<file path="config.mk">
export PLATFORM = sky130hd
export DESIGN_NAME = sd_spi_command_engine
export DESIGN_NICKNAME = d
export VERILOG_FILES = /design/src/design/sdsce_pkg.sv /design/src/design/sdsce_frame_build.sv /design/src/design/sd_spi_command_engine.sv
export SDC_FILE = /design/constraint.sdc
export NUM_CORES = 1
export LEC_CHECK = 0
export ABC_AREA = 1
export BUFFER_PORTS_ARGS = -buffer_cell sky130_fd_sc_hd__buf_2
export CAP_MARGIN = 20
export CORE_ASPECT_RATIO = 1.4
export CORE_MARGIN = 2
export CORE_UTILIZATION = 50
export DETAILED_ROUTE_END_ITERATION = 12
export GPL_TIMING_DRIVEN = 0
export PLACE_DENSITY = 0.69
export REMOVE_ABC_BUFFERS = 1
export SKIP_LAST_GASP = 1
export SLEW_MARGIN = 40
export SYNTH_ARGS = -nofsm -noshare
export SYNTH_HDL_FRONTEND = slang
export SYNTH_HIERARCHICAL = 1
export SYNTH_SLANG_ARGS = --single-unit
</file>
<file path="constraint.sdc">
create_clock -name clk -period 3.35 [get_ports clk]
set_clock_uncertainty 0.05 [all_clocks]
set_input_delay 0.335 -clock clk [delete_from_list [all_inputs] [get_ports clk]]
set_output_delay 0.335 -clock clk [all_outputs]
set_load 0.005 [all_outputs]
</file>
<file path="src/design/sdsce_pkg.sv">
// Package for the SD card SPI-mode command engine: item types, result kinds,
// phase encoding and frame constants. No dependencies.
`timescale 1ns / 1ps
package sdsce_pkg;

	localparam int FRAME_BYTES = 6;

	localparam logic [7:0] START_BITS    = 8'h40;
	localparam logic [7:0] CRC_POLY      = 8'h89;
	localparam logic [7:0] TIMEOUT_RESET = 8'd200;
	localparam int         BUSY_BIT      = 7;

	localparam logic OP_START   = 1'b0;
	localparam logic OP_RECEIVE = 1'b1;

	localparam logic [1:0] KIND_TX      = 2'd0;
	localparam logic [1:0] KIND_RESP    = 2'd1;
	localparam logic [1:0] KIND_TIMEOUT = 2'd2;

	typedef enum logic [1:0] {
		PH_IDLE = 2'd0,
		PH_WAIT = 2'd1,
		PH_RESP = 2'd2
	} phase_t;

	typedef struct packed {
		logic        opcode;
		logic [5:0]  command_index;
		logic [31:0] command_argument;
		logic [4:0]  response_length;
		logic [7:0]  received_byte;
	} in_item_t;

	typedef struct packed {
		logic [1:0] result_kind;
		logic [7:0] data_byte;
		logic       last;
	} out_item_t;

	typedef logic [FRAME_BYTES-1:0][7:0] frame_t;

endpackage

</file>
<file path="src/design/sdsce_frame_build.sv">
// Command frame builder: start byte, big-endian argument, CRC7 end byte.
// Depends on sdsce_pkg.
`timescale 1ns / 1ps
module sdsce_frame_build import sdsce_pkg::*; (
	input  logic [5:0]  command_index,
	input  logic [31:0] command_argument,
	output frame_t      frame
);

	logic [4:0][7:0] head;
	logic [7:0]      crc;

	assign head[0] = START_BITS | {2'b00, command_index};
	assign head[1] = command_argument[31:24];
	assign head[2] = command_argument[23:16];
	assign head[3] = command_argument[15:8];
	assign head[4] = command_argument[7:0];

	// CRC7 kept in the upper seven bits of an 8-bit register, msb first
	always_comb begin
		crc = '0;
		for (int i = 0; i < 5; i++) begin
			crc = crc ^ head[i];
			for (int j = 0; j < 8; j++) begin
				if (crc[7]) begin
					crc = crc ^ CRC_POLY;
				end
				crc = {crc[6:0], 1'b0};
			end
		end
	end

	always_comb begin
		for (int i = 0; i < 5; i++) begin
			frame[i] = head[i];
		end
		frame[FRAME_BYTES-1] = crc | 8'h01;
	end

endmodule

</file>
<file path="src/design/sd_spi_command_engine.sv">
// Top level of the SD card SPI-mode command engine: input stage, phase
// logic and result queue. Depends on sdsce_pkg and sdsce_frame_build.
`timescale 1ns / 1ps
//
//  channel  | signals                            | payload
//  ---------+------------------------------------+---------------------------
//  item     | item_valid / item_ready            | item   (in_item_t)
//  result   | result_valid / result_ready        | result (out_item_t)
//  cfg      | cfg_valid / cfg_ready (always 1)   | cfg_data, response_timeout
//
// An accepted item is held in the input stage, then updates the phase
// state and loads its results into a six-entry result queue, from whose
// head the first result is shown. Receive items sustain one item per cycle
// while results are taken, since each gives at most one result and the
// queue reloads in the cycle its last entry leaves. A start item fills the
// queue with the six-byte frame, so the next item waits in the input stage
// until the last frame byte leaves. Reset clears the phase, counters, queue
// count and input stage and loads the timeout register with 200. A stall on
// the result side holds the queue, then the input stage, then drops item_ready.
module sd_spi_command_engine import sdsce_pkg::*; #(
	parameter int MAX_RESPONSE_BYTES = 17
) (
	input  logic      clk,
	input  logic      arst_n,
	input  logic      item_valid,
	output logic      item_ready,
	input  in_item_t  item,
	output logic      result_valid,
	input  logic      result_ready,
	output out_item_t result,
	input  logic      cfg_valid,
	output logic      cfg_ready,
	input  logic [7:0] cfg_data
);

	localparam logic [4:0] MaxLen = 5'(MAX_RESPONSE_BYTES);

	// input stage
	logic     valid_s1;
	in_item_t item_s1;

	// phase state
	phase_t     phase_q, phase_d;
	logic [7:0] poll_q, poll_d;
	logic [4:0] rem_q, rem_d;
	logic [7:0] tmo_q;

	// result queue
	out_item_t [FRAME_BYTES-1:0] res_s2;
	out_item_t [FRAME_BYTES-1:0] res_d;
	logic [2:0]                  cnt_q;
	logic [2:0]                  nres_d;

	logic       adv;
	frame_t     frame;
	logic [7:0] poll_inc;
	logic [7:0] limit;
	logic [4:0] rem_dec;
	logic [4:0] len_sat;
	logic       take_resp;

	assign cfg_ready = 1'b1;

	// Move the staged item on when its results fit: queue empty, or its
	// final entry leaves this cycle.
	assign adv        = valid_s1 && ((cnt_q == 3'd0) || ((cnt_q == 3'd1) && result_ready));
	assign item_ready = !valid_s1 || adv;

	assign result_valid = (cnt_q != 3'd0);
	assign result       = res_s2[0];

	always_ff @(posedge clk or negedge arst_n) begin
		if (!arst_n) begin
			tmo_q <= TIMEOUT_RESET;
		end else if (cfg_valid && cfg_ready) begin
			tmo_q <= cfg_data;
		end
	end

	always_ff @(posedge clk or negedge arst_n) begin
		if (!arst_n) begin
			valid_s1 <= 1'b0;
		end else if (item_ready) begin
			valid_s1 <= item_valid;
		end
	end

	always_ff @(posedge clk) begin
		if (item_valid && item_ready) begin
			item_s1 <= item;
		end
	end

	sdsce_frame_build u_frame (
		.command_index    (item_s1.command_index),
		.command_argument (item_s1.command_argument),
		.frame            (frame)
	);

	assign poll_inc = poll_q + 8'd1;
	assign limit    = (tmo_q == 8'd0) ? 8'd1 : tmo_q;
	assign rem_dec  = (rem_q != 5'd0) ? (rem_q - 5'd1) : 5'd0;

	// Clamp the response length into one..MAX_RESPONSE_BYTES.
	always_comb begin
		len_sat = item_s1.response_length;
		if (len_sat == 5'd0) begin
			len_sat = 5'd1;
		end
		if (len_sat > MaxLen) begin
			len_sat = MaxLen;
		end
	end

	// Next phase and the results of the staged item.
	always_comb begin
		phase_d   = phase_q;
		poll_d    = poll_q;
		rem_d     = rem_q;
		nres_d    = 3'd0;
		take_resp = 1'b0;
		for (int k = 0; k < FRAME_BYTES; k++) begin
			res_d[k].result_kind = KIND_TX;
			res_d[k].data_byte   = frame[k];
			res_d[k].last        = (k == FRAME_BYTES - 1);
		end
		case (item_s1.opcode)
			OP_START: begin
				// start only from idle; otherwise drop the item
				if (phase_q == PH_IDLE) begin
					nres_d  = 3'(FRAME_BYTES);
					rem_d   = len_sat;
					poll_d  = 8'd0;
					phase_d = PH_WAIT;
				end
			end
			OP_RECEIVE: begin
				case (phase_q)
					PH_WAIT: begin
						if (item_s1.received_byte[BUSY_BIT]) begin
							// still busy: count the poll, give up at the limit
							if (poll_inc >= limit) begin
								res_d[0].result_kind = KIND_TIMEOUT;
								res_d[0].data_byte   = item_s1.received_byte;
								res_d[0].last        = 1'b1;
								nres_d  = 3'd1;
								phase_d = PH_IDLE;
								poll_d  = 8'd0;
								rem_d   = 5'd0;
							end else begin
								poll_d = poll_inc;
							end
						end else begin
							take_resp = 1'b1;
						end
					end
					PH_RESP: begin
						take_resp = 1'b1;
					end
					default: begin
						take_resp = 1'b0;
					end
				endcase
				if (take_resp) begin
					rem_d                = rem_dec;
					res_d[0].result_kind = KIND_RESP;
					res_d[0].data_byte   = item_s1.received_byte;
					res_d[0].last        = (rem_dec == 5'd0);
					nres_d               = 3'd1;
					if (rem_dec == 5'd0) begin
						phase_d = PH_IDLE;
						poll_d  = 8'd0;
					end else begin
						phase_d = PH_RESP;
					end
				end
			end
			default: begin
				nres_d = 3'd0;
			end
		endcase
	end

	always_ff @(posedge clk or negedge arst_n) begin
		if (!arst_n) begin
			phase_q <= PH_IDLE;
			poll_q  <= 8'd0;
			rem_q   <= 5'd0;
		end else if (adv) begin
			phase_q <= phase_d;
			poll_q  <= poll_d;
			rem_q   <= rem_d;
		end
	end

	// Queue count: reload on advance, else drop one entry per taken result.
	always_ff @(posedge clk or negedge arst_n) begin
		if (!arst_n) begin
			cnt_q <= 3'd0;
		end else if (adv) begin
			cnt_q <= nres_d;
		end else if (result_valid && result_ready) begin
			cnt_q <= cnt_q - 3'd1;
		end
	end

	// Queue entries: head at index 0, shift down as results leave.
	always_ff @(posedge clk) begin
		if (adv) begin
			res_s2 <= res_d;
		end else if (result_valid && result_ready) begin
			for (int k = 0; k < FRAME_BYTES - 1; k++) begin
				res_s2[k] <= res_s2[k + 1];
			end
		end
	end

	// A frame byte that is not the last is always followed by another one.
	a_frame_whole: assert property (@(posedge clk) disable iff (!arst_n)
		result_valid && result_ready && (result.result_kind == KIND_TX) && !result.last
		|=> result_valid && (result.result_kind == KIND_TX))
		else $error("command frame broken up");

	// Idle carries no leftover poll count or response length.
	a_idle_clean: assert property (@(posedge clk) disable iff (!arst_n)
		(phase_q == PH_IDLE) |-> (rem_q == 5'd0) && (poll_q == 8'd0))
		else $error("stale counters in idle");

	// The queue never holds more than one frame.
	a_queue_bound: assert property (@(posedge clk) disable iff (!arst_n)
		cnt_q <= 3'(FRAME_BYTES))
		else $error("result queue overfilled");

	// A staged item that cannot advance keeps the input side stalled.
	a_stall_hold: assert property (@(posedge clk) disable iff (!arst_n)
		valid_s1 && !adv |=> valid_s1 && $stable(item_s1))
		else $error("staged item lost");

endmodule

</file>
---- After elaboration in Yosys (flattened, before gate mapping) ----
Cells that the tools add are included.
cells by class
  add/subtract/negate cells ............... 3
  multipliers ............................. 0
  div/mod/pow operators ................... 0
  order comparisons ....................... 2
  eq/ne operators ......................... 7
  shifts and indexed selects .............. 0
  muxes and demuxes ....................... 80
  bitwise operators ....................... 44
  reduce and logical (&&, ||, !) cells .... 17
operator list
  kind                                                    count
  two-way mux 4 bit                                       38
  two-way mux 53 bit                                      2
  inverter 2 bit                                          39
  two-way mux 8 bit                                       7
  two-way mux 11 bit                                      5
  two-way mux 5 bit                                       8
  XOR 8 bit                                               4
  one-hot mux 8 bit (2 select lines)                      1
  two-way mux 2 bit                                       6
  two-way mux 3 bit                                       4
  zero test 5 bit                                         2
  one-hot mux 5 bit (2 select lines)                      1
  adder 8 x 1 -> 8 bit (second input constant)            1
  >= comparator 8 bit                                     1
  zero test 8 bit                                         1
  inequality test 3 x 1 -> 1 bit (second input constant)  2
  one-hot mux 3 bit (2 select lines)                      1
  greater-than comparator 5 bit (second input constant)   1
  two-way mux 1 bit                                       5
  AND reduction 5 bit                                     1
  nonzero test 5 bit                                      1
  subtractor 5 x 1 -> 5 bit (second input constant)       1
  logical AND 1 bit                                       4
  one-hot mux 2 bit (2 select lines)                      1
  15 further kinds                                        16
storage, ports and cells
  flip-flop bits (word level) ............. 133
  bits in latches ......................... 0
  bits in writable memories ............... 0
  ROM bits ................................ 0
  input port bits ......................... 65
  output and inout port bits .............. 14
  word-level logic and storage cells ...... 177
  memories ................................ 0

---- Depth between registers and ports, before layout ----
Gate-level depths: netlist of the first run.
  depth after elaboration ................. 80
  gate-level depth with buffers ........... 26
  mapped depth without buffers ............ 26

---- Cells and area by module ----
The synthesis of the first run kept the hierarchy.
modules (own cells, without submodules)
  module                 times used  cells each  area each (sq um)  sequential area each (sq um)
  sd_spi_command_engine  1           565         6,004.5            3,852.4
  sdsce_frame_build      1           394         1,836.8            0.0

---- Worst setup path after synthesis of the first run ----
Ideal clock, no wire load.
  kind .................................... register -> register
  start point ............................. register cnt_q[0]
  end point ............................... register res_s2 (netlist bit result[8]), data pin
  setup time .............................. 0.250 ns
  arrival time ............................ 2.118 ns
  data required time ...................... 3.050 ns
  slack ................................... 0.932 ns
  stages on the path, launching flop included .. 9
  buffers on the path ..................... 0
  period minus slack after synthesis ...... 2.418 ns
  path through ............................ dfrtp_1 -> inv_1 -> ha_1 -> nand2_2 -> nand2_1 -> nand2_1 -> o21a_1 -> nand3_1 -> inv_1
between the ends
  longest elaborated chain between the ends .. 5
RTL lines
  what                            RTL line                      text
  start: declaration              sd_spi_command_engine.sv:51   logic [2:0] cnt_q;
  start signal: assignment        sd_spi_command_engine.sv:201  cnt_q <= nres_d;
  start signal: assignment        sd_spi_command_engine.sv:203  cnt_q <= cnt_q - 3'd1;
  equality test 3 x 1 -> 1 bit    sd_spi_command_engine.sv:66   assign adv = valid_s1 && ((cnt_q == 3'd0) || ((cnt_q == 3'd1) && result_ready));
  logical AND 1 bit               sd_spi_command_engine.sv:66
  logical OR 1 bit *              sd_spi_command_engine.sv:66
  logical AND 1 bit *             sd_spi_command_engine.sv:66
  two-way mux 53 bit *            sd_spi_command_engine.sv:209  if (adv) begin
  end signal: assignment          sd_spi_command_engine.sv:210  res_s2 <= res_d;
  end signal: indexed assignment  sd_spi_command_engine.sv:213  res_s2[k] <= res_s2[k + 1];
  end: declaration                sd_spi_command_engine.sv:49   out_item_t [FRAME_BYTES-1:0] res_s2;
Every way passes the cells marked *; elsewhere a longest branch is shown, timed or not.
A chain may end at the register's enable or synchronous reset.

---- Worst setup path in the final report of the first run ----
  start point ............................. register cnt_q[0]
  end point ............................... register phase_q[1]
between the ends
  longest elaborated chain between the ends .. 5
RTL lines
  what                             RTL line                      text
  equality test 3 x 1 -> 1 bit     sd_spi_command_engine.sv:66
  logical AND 1 bit                sd_spi_command_engine.sv:66
  logical OR 1 bit *               sd_spi_command_engine.sv:66
  logical AND 1 bit *              sd_spi_command_engine.sv:66
  AND reduction 5 bit (no line) *  n/a
  end signal: assignment           sd_spi_command_engine.sv:190  phase_q <= phase_d;
  end: declaration                 sd_spi_command_engine.sv:43   phase_t phase_q, phase_d;
Marked as above.

==> results of run 1 <==
logic make-up (layout without fill, tap and decap cells):
family | count (synthesis) | count (layout) | synth area share [%]
buf+inv | 180 | 222 | 11.6
simple gates | 571 | 571 | 31.5
xor+xnor | 9 | 9 | 1.10
flops | 134 | 134 | 49.1
fa+ha+maj | 16 | 16 | 2.55
other cells | 3 | 4 | 0.144
compound gates | 46 | 46 | 3.94
how the worst min path moves through the flow:
stage	startpoint	endpoint	slack, ns	cells after the start
2_1_floorplan	arst_n	cnt_q[0]	-0.01	0
4_1_cts	item[0]	item_s1[0]	0.01	1
6_report	item[20]	item_s1[20]	0.03	1
5_1_grt	item[0]	item_s1[0]	0.02	1
3_5_place_dp	arst_n	rem_q[0]	0.36	1
3_3_place_gp	arst_n	rem_q[0]	0.35	1
critical path, delay by kind of cell (launching register included):
family	cells	cell delay, ns
buffers and inverters	2	0.75
AO/OA/AOI/OAI	3	0.75
AND/OR/NAND/NOR	4	0.62
adder cells (fa/ha/maj)	1	0.18
flip-flops	1	0.40
layout make-up:
class | instances | area [um^2]
fill | 1407 | 6880
clock buffer | 24 | 503
tap | 196 | 245
inverter | 110 | 419
timing repair buffer | 80 | 435
sequential | 134 | 3850
multi-input combinational | 646 | 3090
clock inverter | 8 | 47.5
routing by layer:
metal  GRT usage [%]  vias to the layer above  routed length [um]
li1                -                     3084                   -
met1            21.3                     2697                6430
met2            37.8                       91                8790
met3            4.11                       15                 430
met4            6.75                        0                 194
met5               0                        -                   0
state kept, by name (all words and copies together), names as in the netlist:
signal    cells
poll_q        8
phase_q       2
tmo_q         8
result       11
valid_s1      1
cnt_q         3
rem_q         5
item_s1      52
res_s2       44
cells in the mapped netlist, drive strengths merged:
cell type and number:
nand2 429, buf 69, dfrtp 24, dfxtp 4
a31oi 1, nand3b 3, nor2 18, conb 3
xor2 8, nand4 3, o22ai 1, ha 16
o41ai 1, inv 110, nand3 114, a21boi 1
o21ai 35, clkbuf 1, edfxtp 103, nor4 1
dfstp 3, o21a 2, o31ai 1, nor3 3
a21oi 4, xnor2 1
power by group through the flow:
stage / logic (mW) / registers [mW] / clock network, mW
2_1_floorplan: 3.13 / 2.90 / 0
3_3_place_gp: 3.96 / 2.98 / 0
3_5_place_dp: 4.13 / 2.95 / 0
4_1_cts: 4.15 / 2.93 / 1.76
5_1_grt: 4.73 / 2.99 / 1.81
6_report: 4.13 / 2.92 / 1.72
==> flow_summary.json, run 1 <==
{
  "total_power_mw": 8.77,
  "rsz0062_at_grt": "no",
  "r2r-end": "phase_q[1]",
  "dp.cells": 1165,
  "mostFrequentLayoutCells": "nand2_1, nand3_1, edfxtp_1",
  "final_util_pct": 55.5,
  "critical_path.startpoint": "cnt_q[0]",
  "cp-end-kind": "flip-flop",
  "cts_sinks": 134,
  "via_per_inst": 4.91,
  "drc": 0,
  "path_cells": "inv_1 -> ha_1 -> nand2_2 -> nand2_1 -> nand2_4 -> inv_4 -> o21ai_4 -> a21oi_4 -> nand2_1 -> o21ai_1",
  "vias": 5887,
  "relSlewSlack_pct": 55.2,
  "grt_util_all_layers_pct": 20.0,
  "hp-class": "input port to flip-flop",
  "synth-seq-cells": 134,
  "p_leak_nw": 4.29,
  "r2r_slack_ns": 0.48,
  "place_ws_ns": 0.481,
  "power_density_nw_per_um2": 1020,
  "crit_type": "flip-flop to flip-flop",
  "drv_slew": 0,
  "drive_above_1_share_pct": 18.6,
  "netlist.area_leader.share_pct": 39.4,
  "fmax_mhz": 348,
  "cpPeakStageDelay_ns": 0.64,
  "holdWs_ns": 0.0330,
  "yosysWarningCount": 6,
  "final_common_cell": "nand2_1",
  "maxCapViolations": 0,
  "die-area_um2": 16700,
  "grt_pass1_vias": 5584,
  "fp-row-count": 54,
  "ctsHoldBuffers": 1,
  "post-route-period-util_pct": 85.7,
  "core_um2": 15500,
  "routed_wl_mm": 15.8,
  "rr_worst_depth": 10,
  "critPathLaunchType": "flip-flop",
  "fin_nets": 1070,
  "ir_drop_uv": 703,
  "overflow": 0,
  "cp.arrival_ns": 3.16,
  "setup_viol": 0,
  "postCtsSetupBuffers": 0,
  "syn_avg_cell_area_um2": 8.18,
  "finalWorstSetupSlack_ns": 0.481,
  "fin_area_um2": 8590,
  "p_clk_share_pct": 19.7,
  "p_seq_share_pct": 33.3,
  "min_period_ns": 2.87,
  "clk_pin_slew_worst_paths_ns": 0.06,
  "switching_share_pct": 42.9,
  "start_util_pct": 50.7,
  "ctsResizeCount": 0,
  "antenna_found_initial": 0,
  "worst_pin_slew_ns": 0.671,
  "final_hold_viol_count": 0,
  "dpl_cell_area_um2": 8030,
  "cts_tree": "done",
  "drtAntennaViolNets": 0,
  "cts_max_level": 4,
  "netlist_area_um2": 7840,
  "cpMaxStageDelayCell": "inv_4",
  "cts_root_buffer": "clkbuf_16",
  "comb_power_share_pct": 47.0,
  "die_w_um": 110,
  "worstSetupEndpoint": "phase_q[1]",
  "cts_buffers": 17,
  "port_buffers": 77,
  "p_switching_mw": 3.77,
  "grt_max_degree": 55,
  "synthCells": 959,
  "place.gp.congestion": 0.835,
  "first_iter_violations": 251,
  "dp_hpwl_mm": 11.1,
  "cpMostUsedCell": "nand2_1",
  "clockBufferDepth": 2,
  "clk_latency_ns": 0.42,
  "ys_seq_area_share_pct": 49.1,
  "timing.rr.start": "cnt_q[0]",
  "fin_setup_tns_ns": 0,
  "die_h_um": 152,
  "ios": 79,
  "routedWlPerCell_um": 13.2,
  "internal_power_mw": 5.01,
  "drt_first_pass_iters": 5,
  "antenna_cells": 0,
  "synth.distinct_cells": 40,
  "synthTopCellsByArea": "edfxtp_1, nand2_1, dfrtp_1",
  "syn_to_final_growth_pct": 9.61,
  "cp_max_fo": 54,
  "final_cells": 1198,
  "cp.required_ns": 3.65,
  "grt_pass1_wl_mm": 25.8,
  "synth_top_area_cell": "edfxtp_1",
  "outcome": "completed"
}
Note: power is estimated with default switching activity, not from simulation.
==> run 2: changes to the inputs <==
--- a/config.mk
+++ b/config.mk
@@ -5,15 +5,14 @@
 export SDC_FILE = /design/constraint.sdc
 export NUM_CORES = 1
 export LEC_CHECK = 0
-export ABC_AREA = 1
 export BUFFER_PORTS_ARGS = -buffer_cell sky130_fd_sc_hd__buf_2
 export CAP_MARGIN = 20
 export CORE_ASPECT_RATIO = 1.4
 export CORE_MARGIN = 2
-export CORE_UTILIZATION = 50
+export CORE_UTILIZATION = 35
 export DETAILED_ROUTE_END_ITERATION = 12
 export GPL_TIMING_DRIVEN = 0
-export PLACE_DENSITY = 0.69
+export PLACE_DENSITY = 0.52
 export REMOVE_ABC_BUFFERS = 1
 export SKIP_LAST_GASP = 1
 export SLEW_MARGIN = 40
==> run 2 against run 1 <==
  * Count of clock-buffer cells in the layout fell by 7
  * Clock power up 15%
  * First-iteration DRC count up 5.2%
==> flow_summary.json, run 2 <==
{
  "outcome": "completed",
  "netlist.area_leader.share_pct": 43.7,
  "final_hold_viol_count": 0,
  "start_util_pct": 35.7,
  "grt_pass1_vias": 4295,
  "grt_pass1_wl_mm": 22.3,
  "routed_wl_mm": 14.0,
  "worst_pin_slew_ns": 0.666,
  "top_register": "item_s1",
  "yosys.cell_count.top_type": "edfxtp_1",
  "place_ws_ns": -0.0814,
  "ios": 79,
  "crit_type": "flip-flop to flip-flop",
  "grt_max_degree": 44,
  "setup_viol": 0,
  "fp-row-count": 61,
  "relSlewSlack_pct": 55.6,
  "synthArstFlopShare_pct": 20.1,
  "synth_top_area_cell": "edfxtp_1",
  "cts_max_level": 4,
  "port_buffers": 77,
  "routedWlPerCell_um": 16.1,
  "place.gp.congestion": 0.810,
  "netlist_area_um2": 7080,
  "cp_max_fo": 6,
  "cts_root_buffer": "clkbuf_16",
  "ir_drop_uv": 754,
  "dpl_cell_area_um2": 7420,
  "p_switching_mw": 3.62,
  "yosysWarningCount": 6,
  "hold_depth": 1,
  "cp.arrival_ns": 3.44,
  "fin_nets": 685,
  "dp.cells": 833,
  "cpMaxStageDelayCell": "dfrtp_1",
  "largest_reg_flops": 52,
  "mostFrequentLayoutCells": "edfxtp_1, nand2_1, buf_2",
  "n_fill_cell": 1877,
  "via_per_inst": 4.79,
  "synth.distinct_cells": 63,
  "synth_top_flop_cell": "edfxtp_1",
  "p_clk_share_pct": 18.7,
  "cpMostUsedCell": "nand3_1",
  "synthCells": 569,
  "antenna_found_initial": 0,
  "syn_to_final_growth_pct": 14.4,
  "synth-seq-cells": 134,
  "drtAntennaViolNets": 0,
  "holdCritStartpoint": "item[34]",
  "critical_path.startpoint": "poll_q[0]",
  "finalWorstSetupSlack_ns": 0.153,
  "post-route-period-util_pct": 95.4,
  "drt_first_pass_iters": 4,
  "fin_setup_tns_ns": 0,
  "path_cells": "nand3_1 -> nor2_2 -> nand3_1 -> xnor2_2 -> ha_1 -> and3_4 -> a221oi_4 -> o311ai_4 -> buf_4 -> o21a_2 -> mux2_1",
  "die-area_um2": 21400,
  "rr_worst_depth": 11,
  "cp.required_ns": 3.59,
  "fmax_mhz": 313,
  "clockBufferDepth": 2,
  "maxCapViolations": 0,
  "total_power_mw": 10.6,
  "syn_avg_cell_area_um2": 12.4,
  "core_um2": 19800,
  "hp-class": "input port to flip-flop",
  "internal_power_mw": 6.96,
  "cts_tree": "done",
  "ys_seq_area_share_pct": 54.4,
  "fin_area_um2": 8100,
  "die_h_um": 172,
  "synthTopCellsByCount": "edfxtp_1, nand2_1, buf_4",
  "switching_share_pct": 34.2,
  "power_density_nw_per_um2": 1300,
  "final_cells": 869,
  "rsz0062_at_grt": "no",
  "antenna_cells": 0,
  "comb_power_share_pct": 51.0,
  "vias": 4162,
  "cp-end-kind": "flip-flop",
  "first_iter_violations": 264,
  "critPathLaunchType": "flip-flop",
  "cts_sinks": 134,
  "overflow": 0,
  "grt_util_all_layers_pct": 13.5,
  "clk_pin_slew_worst_paths_ns": 0.06,
  "drv_slew": 0,
  "cpPeakStageDelay_ns": 0.42,
  "p_seq_share_pct": 30.3,
  "synth_edf_count": 103,
  "min_period_ns": 3.20,
  "drc": 0,
  "dp_hpwl_mm": 10.3,
  "p_leak_nw": 3.36,
  "cts_buffers": 17,
  "clk_latency_ns": 0.41,
  "timing.rr.start": "poll_q[0]",
  "drive_above_1_share_pct": 24.6,
  "final_common_cell": "edfxtp_1",
  "synthTopCellsByArea": "edfxtp_1, dfrtp_1, buf_4",
  "die_w_um": 124
}
==> run 2: changes by cell type in the layout (fill, tap and decap cells not counted), moves of 14 or more <==
cell,before,now
inv_1,93,15
inv_2,14,0
nand2_1,387,97
nand2_2,37,0
nand3_1,110,7
o21ai_0,21,49
xnor2_1,1,22
xnor3_1,0,15
==> run 2: metal layers <==
metal | track usage (%) | up-vias | part of all wire [%]
met3 | 3.19 | 15 | 3.5
met4 | 4.45 | 0 | 1.6
met2 | 25.8 | 87 | 55
met1 | 14.5 | 2026 | 40
li1 | - | 2034 | -
met5 | 0 | - | 0
==> run 2: layout make-up <==
| type | count | area, um^2 | area share, % |
|---|---|---|---|
| clock buffers | 17 | 425 | 5.25 |
| repair buffers | 89 | 526 | 6.49 |
| multi-input cells | 347 | 2730 | 33.7 |
| flip-flops and latches | 134 | 3850 | 47.5 |
| clock inverters | 15 | 200 | 2.47 |
| inverters | 15 | 56.3 | 0.695 |
| well taps | 252 | 315 | 3.89 |
==> run 2: power by group through the flow <==
stage / sequential [mW] / clock (mW) / combinational (mW)
after floorplan: 3.15 / 0 / 4.12
after global placement: 3.26 / 0 / 5.18
after detailed placement: 3.24 / 0 / 5.41
after CTS: 3.21 / 2.02 / 5.47
after global routing: 3.26 / 2.09 / 5.77
final: 3.20 / 1.97 / 5.39
==> run 2: final timing paths <==
path | end | slack (ns)
worst min register to register | res_s2[44] | 0.44
worst max register to register | rem_q[3] | 0.15
worst max-delay path | rem_q[3] | 0.15
min in group asynchronous | rem_q[1] | 0.44
worst min-delay path | item_s1[34] | 0.04
max in group asynchronous | tmo_q[2] | 2.38
==> run 2: kinds of logic after synthesis <==
logic type / share of synthesized area [%]
simple gates: 10.1
flops: 54.4
compound gates: 10.1
buf+inv: 7.81
xor+xnor: 13.4
fa+ha+maj: 2.83
mux: 1.20
other cells: 0.159
==> run 2: critical path: cells and delay by family, from the launching register on <==
kind                     cells  cell delay (ns)
AO/OA/AOI/OAI                3             0.83
AND/OR/NAND/NOR              4             0.73
flip-flops                   1             0.42
adder cells (fa/ha/maj)      1             0.35
multiplexers                 1             0.32
buffers and inverters        1             0.21
XOR/XNOR                     1             0.17
==> run 2: stage by stage <==
stage / hold slack (ns) / utilization (%)
2_1_floorplan: -0.0106 / -
3_3_place_gp: 0.349 / 36.7
3_5_place_dp: 0.353 / 37.4
4_1_cts: 0.0268 / 40.7
5_1_grt: 0.0206 / 40.8
6_report: 0.0444 / 40.8
==> run 2: timing repair <==
item | CTS | global route
pin swaps | 1 | 0
cloned | 0 | 0
setup buffers | 3 | 0
hold buffers | 1 | 0
endpoints found under the setup margin | 7 | 11
gates resized for setup | 0 | 4
hold endpoints to repair | 24 | 0
==> run 3: changes to the inputs <==
--- a/config.mk
+++ b/config.mk
@@ -12,7 +12,6 @@
 export CORE_UTILIZATION = 35
 export DETAILED_ROUTE_END_ITERATION = 12
 export GPL_TIMING_DRIVEN = 0
-export PLACE_DENSITY = 0.52
 export REMOVE_ABC_BUFFERS = 1
 export SKIP_LAST_GASP = 1
 export SLEW_MARGIN = 40
==> run 3 against run 2 <==
  * Cell area is 0.63% lower
  * Count of clock-buffer cells in the layout stayed put
  * Combinational power is 2% lower
  * Maximum frequency is 2.0% higher
  * Via count is 0.55% higher
  * Cell count stayed put
  * Largest power group unchanged
  * Register-to-register slack better by 0.06 ns
  * Setup slack better by 0.062 ns
  * Flip-flop and latch count stayed put
  * Die area stayed put
==> flow_summary.json, run 3 (synthesis gave the netlist of run 2 again) <==
{
  "p_seq_share_pct": 31.0,
  "clockBufferDepth": 2,
  "start_util_pct": 35.7,
  "worst_pin_slew_ns": 0.774,
  "cts_sinks": 134,
  "cp-end-kind": "flip-flop",
  "top_register": "item_s1",
  "cp.required_ns": 3.60,
  "cts_root_buffer": "clkbuf_16",
  "die-area_um2": 21400,
  "p_clk_share_pct": 17.7,
  "maxCapViolations": 0,
  "die_h_um": 172,
  "fp-row-count": 61,
  "grt_pass1_wl_mm": 22.4,
  "cpPeakStageDelay_ns": 0.42,
  "antenna_found_initial": 0,
  "via_per_inst": 4.82,
  "dp_hpwl_mm": 10.1,
  "timing.rr.start": "poll_q[0]",
  "comb_power_share_pct": 51.3,
  "crit_family": "compound AO/OA/AOI/OAI gates",
  "r2r-end": "rem_q[0]",
  "grt_util_all_layers_pct": 13.6,
  "final_common_cell": "edfxtp_1",
  "hp-class": "input port to flip-flop",
  "finalWorstSetupSlack_ns": 0.215,
  "cts_max_level": 4,
  "internal_power_mw": 6.80,
  "holdCritStartpoint": "item[11]",
  "cts_buffers": 17,
  "place_ws_ns": -0.0499,
  "setup_viol": 0,
  "min_period_ns": 3.14,
  "p_leak_nw": 3.33,
  "first_iter_violations": 303,
  "ios": 79,
  "rsz0062_at_grt": "no",
  "crit_type": "flip-flop to flip-flop",
  "overflow": 0,
  "cpMostUsedCell": "ha_1",
  "mostFrequentLayoutCells": "edfxtp_1, nand2_1, buf_2",
  "drc": 0,
  "core_um2": 19800,
  "min_to": "item_s1[11]",
  "cpMaxStageDelayCell": "dfrtp_1",
  "power_density_nw_per_um2": 1280,
  "fin_nets": 686,
  "r2r_slack_ns": 0.21,
  "routed_wl_mm": 13.9,
  "hold_depth": 1,
  "outcome": "completed",
  "die_w_um": 124,
  "crit_buf_inv": 1,
  "critical_path.startpoint": "poll_q[0]",
  "total_power_mw": 10.3,
  "ir_drop_uv": 1010,
  "antenna_cells": 0,
  "drtAntennaViolNets": 0,
  "rr_worst_depth": 11,
  "clk_latency_ns": 0.41,
  "place.gp.congestion": 0.846,
  "switching_share_pct": 34.3,
  "path_cells": "ha_1 -> nand3_1 -> nor2_1 -> xor2_1 -> ha_1 -> and3_4 -> a221oi_4 -> o311ai_4 -> buf_4 -> o21a_2 -> mux2_1",
  "cts_tree": "done",
  "p_switching_mw": 3.55,
  "post-route-period-util_pct": 93.6,
  "cp_max_fo": 6,
  "cp.arrival_ns": 3.38,
  "grt_pass1_vias": 4317,
  "syn_to_final_growth_pct": 13.7,
  "relSlewSlack_pct": 48.4,
  "vias": 4185,
  "port_buffers": 77,
  "drt_first_pass_iters": 4,
  "clk_pin_slew_worst_paths_ns": 0.06,
  "drv_slew": 0,
  "grt_max_degree": 44,
  "largest_reg_flops": 52,
  "critPathLaunchType": "flip-flop",
  "fmax_mhz": 319,
  "routedWlPerCell_um": 16.0,
  "drive_above_1_share_pct": 24.6,
  "final_hold_viol_count": 0
}
## run 3: cell count changes in the layout (fill, tap and decap cells not counted), sizes merged
cell | before | now
inv | 19 | 20
clkinv | 4 | 3
clkinvlp | 3 | 4
bufinv | 4 | 2
buf | 88 | 89
## run 3: metrics by stage
step | instances | util (%) | instance area [um^2] | setup TNS [ns] | hold WS [ns]
6_report | 869 | 40.6 | 8050 | 0 | 0.0413
5_1_grt | 869 | 40.6 | 8050 | 0 | 0.0171
4_1_cts | 869 | 40.4 | 8020 | 0 | 0.0171
3_5_place_dp | 833 | 37.3 | 7410 | -0.0796 | 0.356
3_3_place_gp | 825 | 36.7 | 7290 | -281.93 | 0.344
2_1_floorplan | 496 | - | 6590 | -117.75 | -0.0106
## run 3: routing by layer
metal  track usage (%)  vias up  wire length (um)
li1                  -     2042                 -
met5                 0        -                 0
met4              4.89        0               185
met3              3.65       14               522
met1              14.8     2039              5640
met2              25.3       90              7570
## run 3: power groups by stage
stage          Clock, mW  Combinational [mW]  Sequential, mW
2_1_floorplan          0                4.12            3.15
3_3_place_gp           0                5.09            3.25
3_5_place_dp           0                5.27            3.24
4_1_cts             1.88                5.35            3.21
5_1_grt             1.95                5.69            3.27
6_report            1.83                5.30            3.21
## run 3: layout make-up
type	instances	area (um^2)
multi-input combinational	347	2730
timing repair buffer	90	522
fill	1899	11800
clock inverter	14	151
inverter	15	56.3
tap	252	315
clock buffer	17	425
sequential	134	3850
## run 3: how the worst max path moves through the flow
stage	end	slack, ns	cells after the start
floorplan	res_s2[12]	-1.37	5
finish	rem_q[0]	0.21	11
global placement	poll_q[0]	-3.05	7
global route	rem_q[0]	0.05	11
CTS	result[5]	0.04	10
detailed placement	result[5]	-0.05	10
## run 3: what timing repair did
action                     4_1_cts  5_1_grt
hold endpoints to repair        24        0
pin swaps                        0        1
resized for setup                0        5
hold buffers                     1        0
buffers inserted                 4        0
setup endpoints to repair        7       10
## run 3: worst reg2reg max path: stages, from the launching register on
cell,delay [ns]
dfrtp_1,0.42
ha_1,0.22
nand3_1,0.14
nor2_1,0.15
xor2_1,0.23
ha_1,0.29
and3_4,0.17
a221oi_4,0.34
o311ai_4,0.21
buf_4,0.21
o21a_2,0.25
mux2_1,0.33
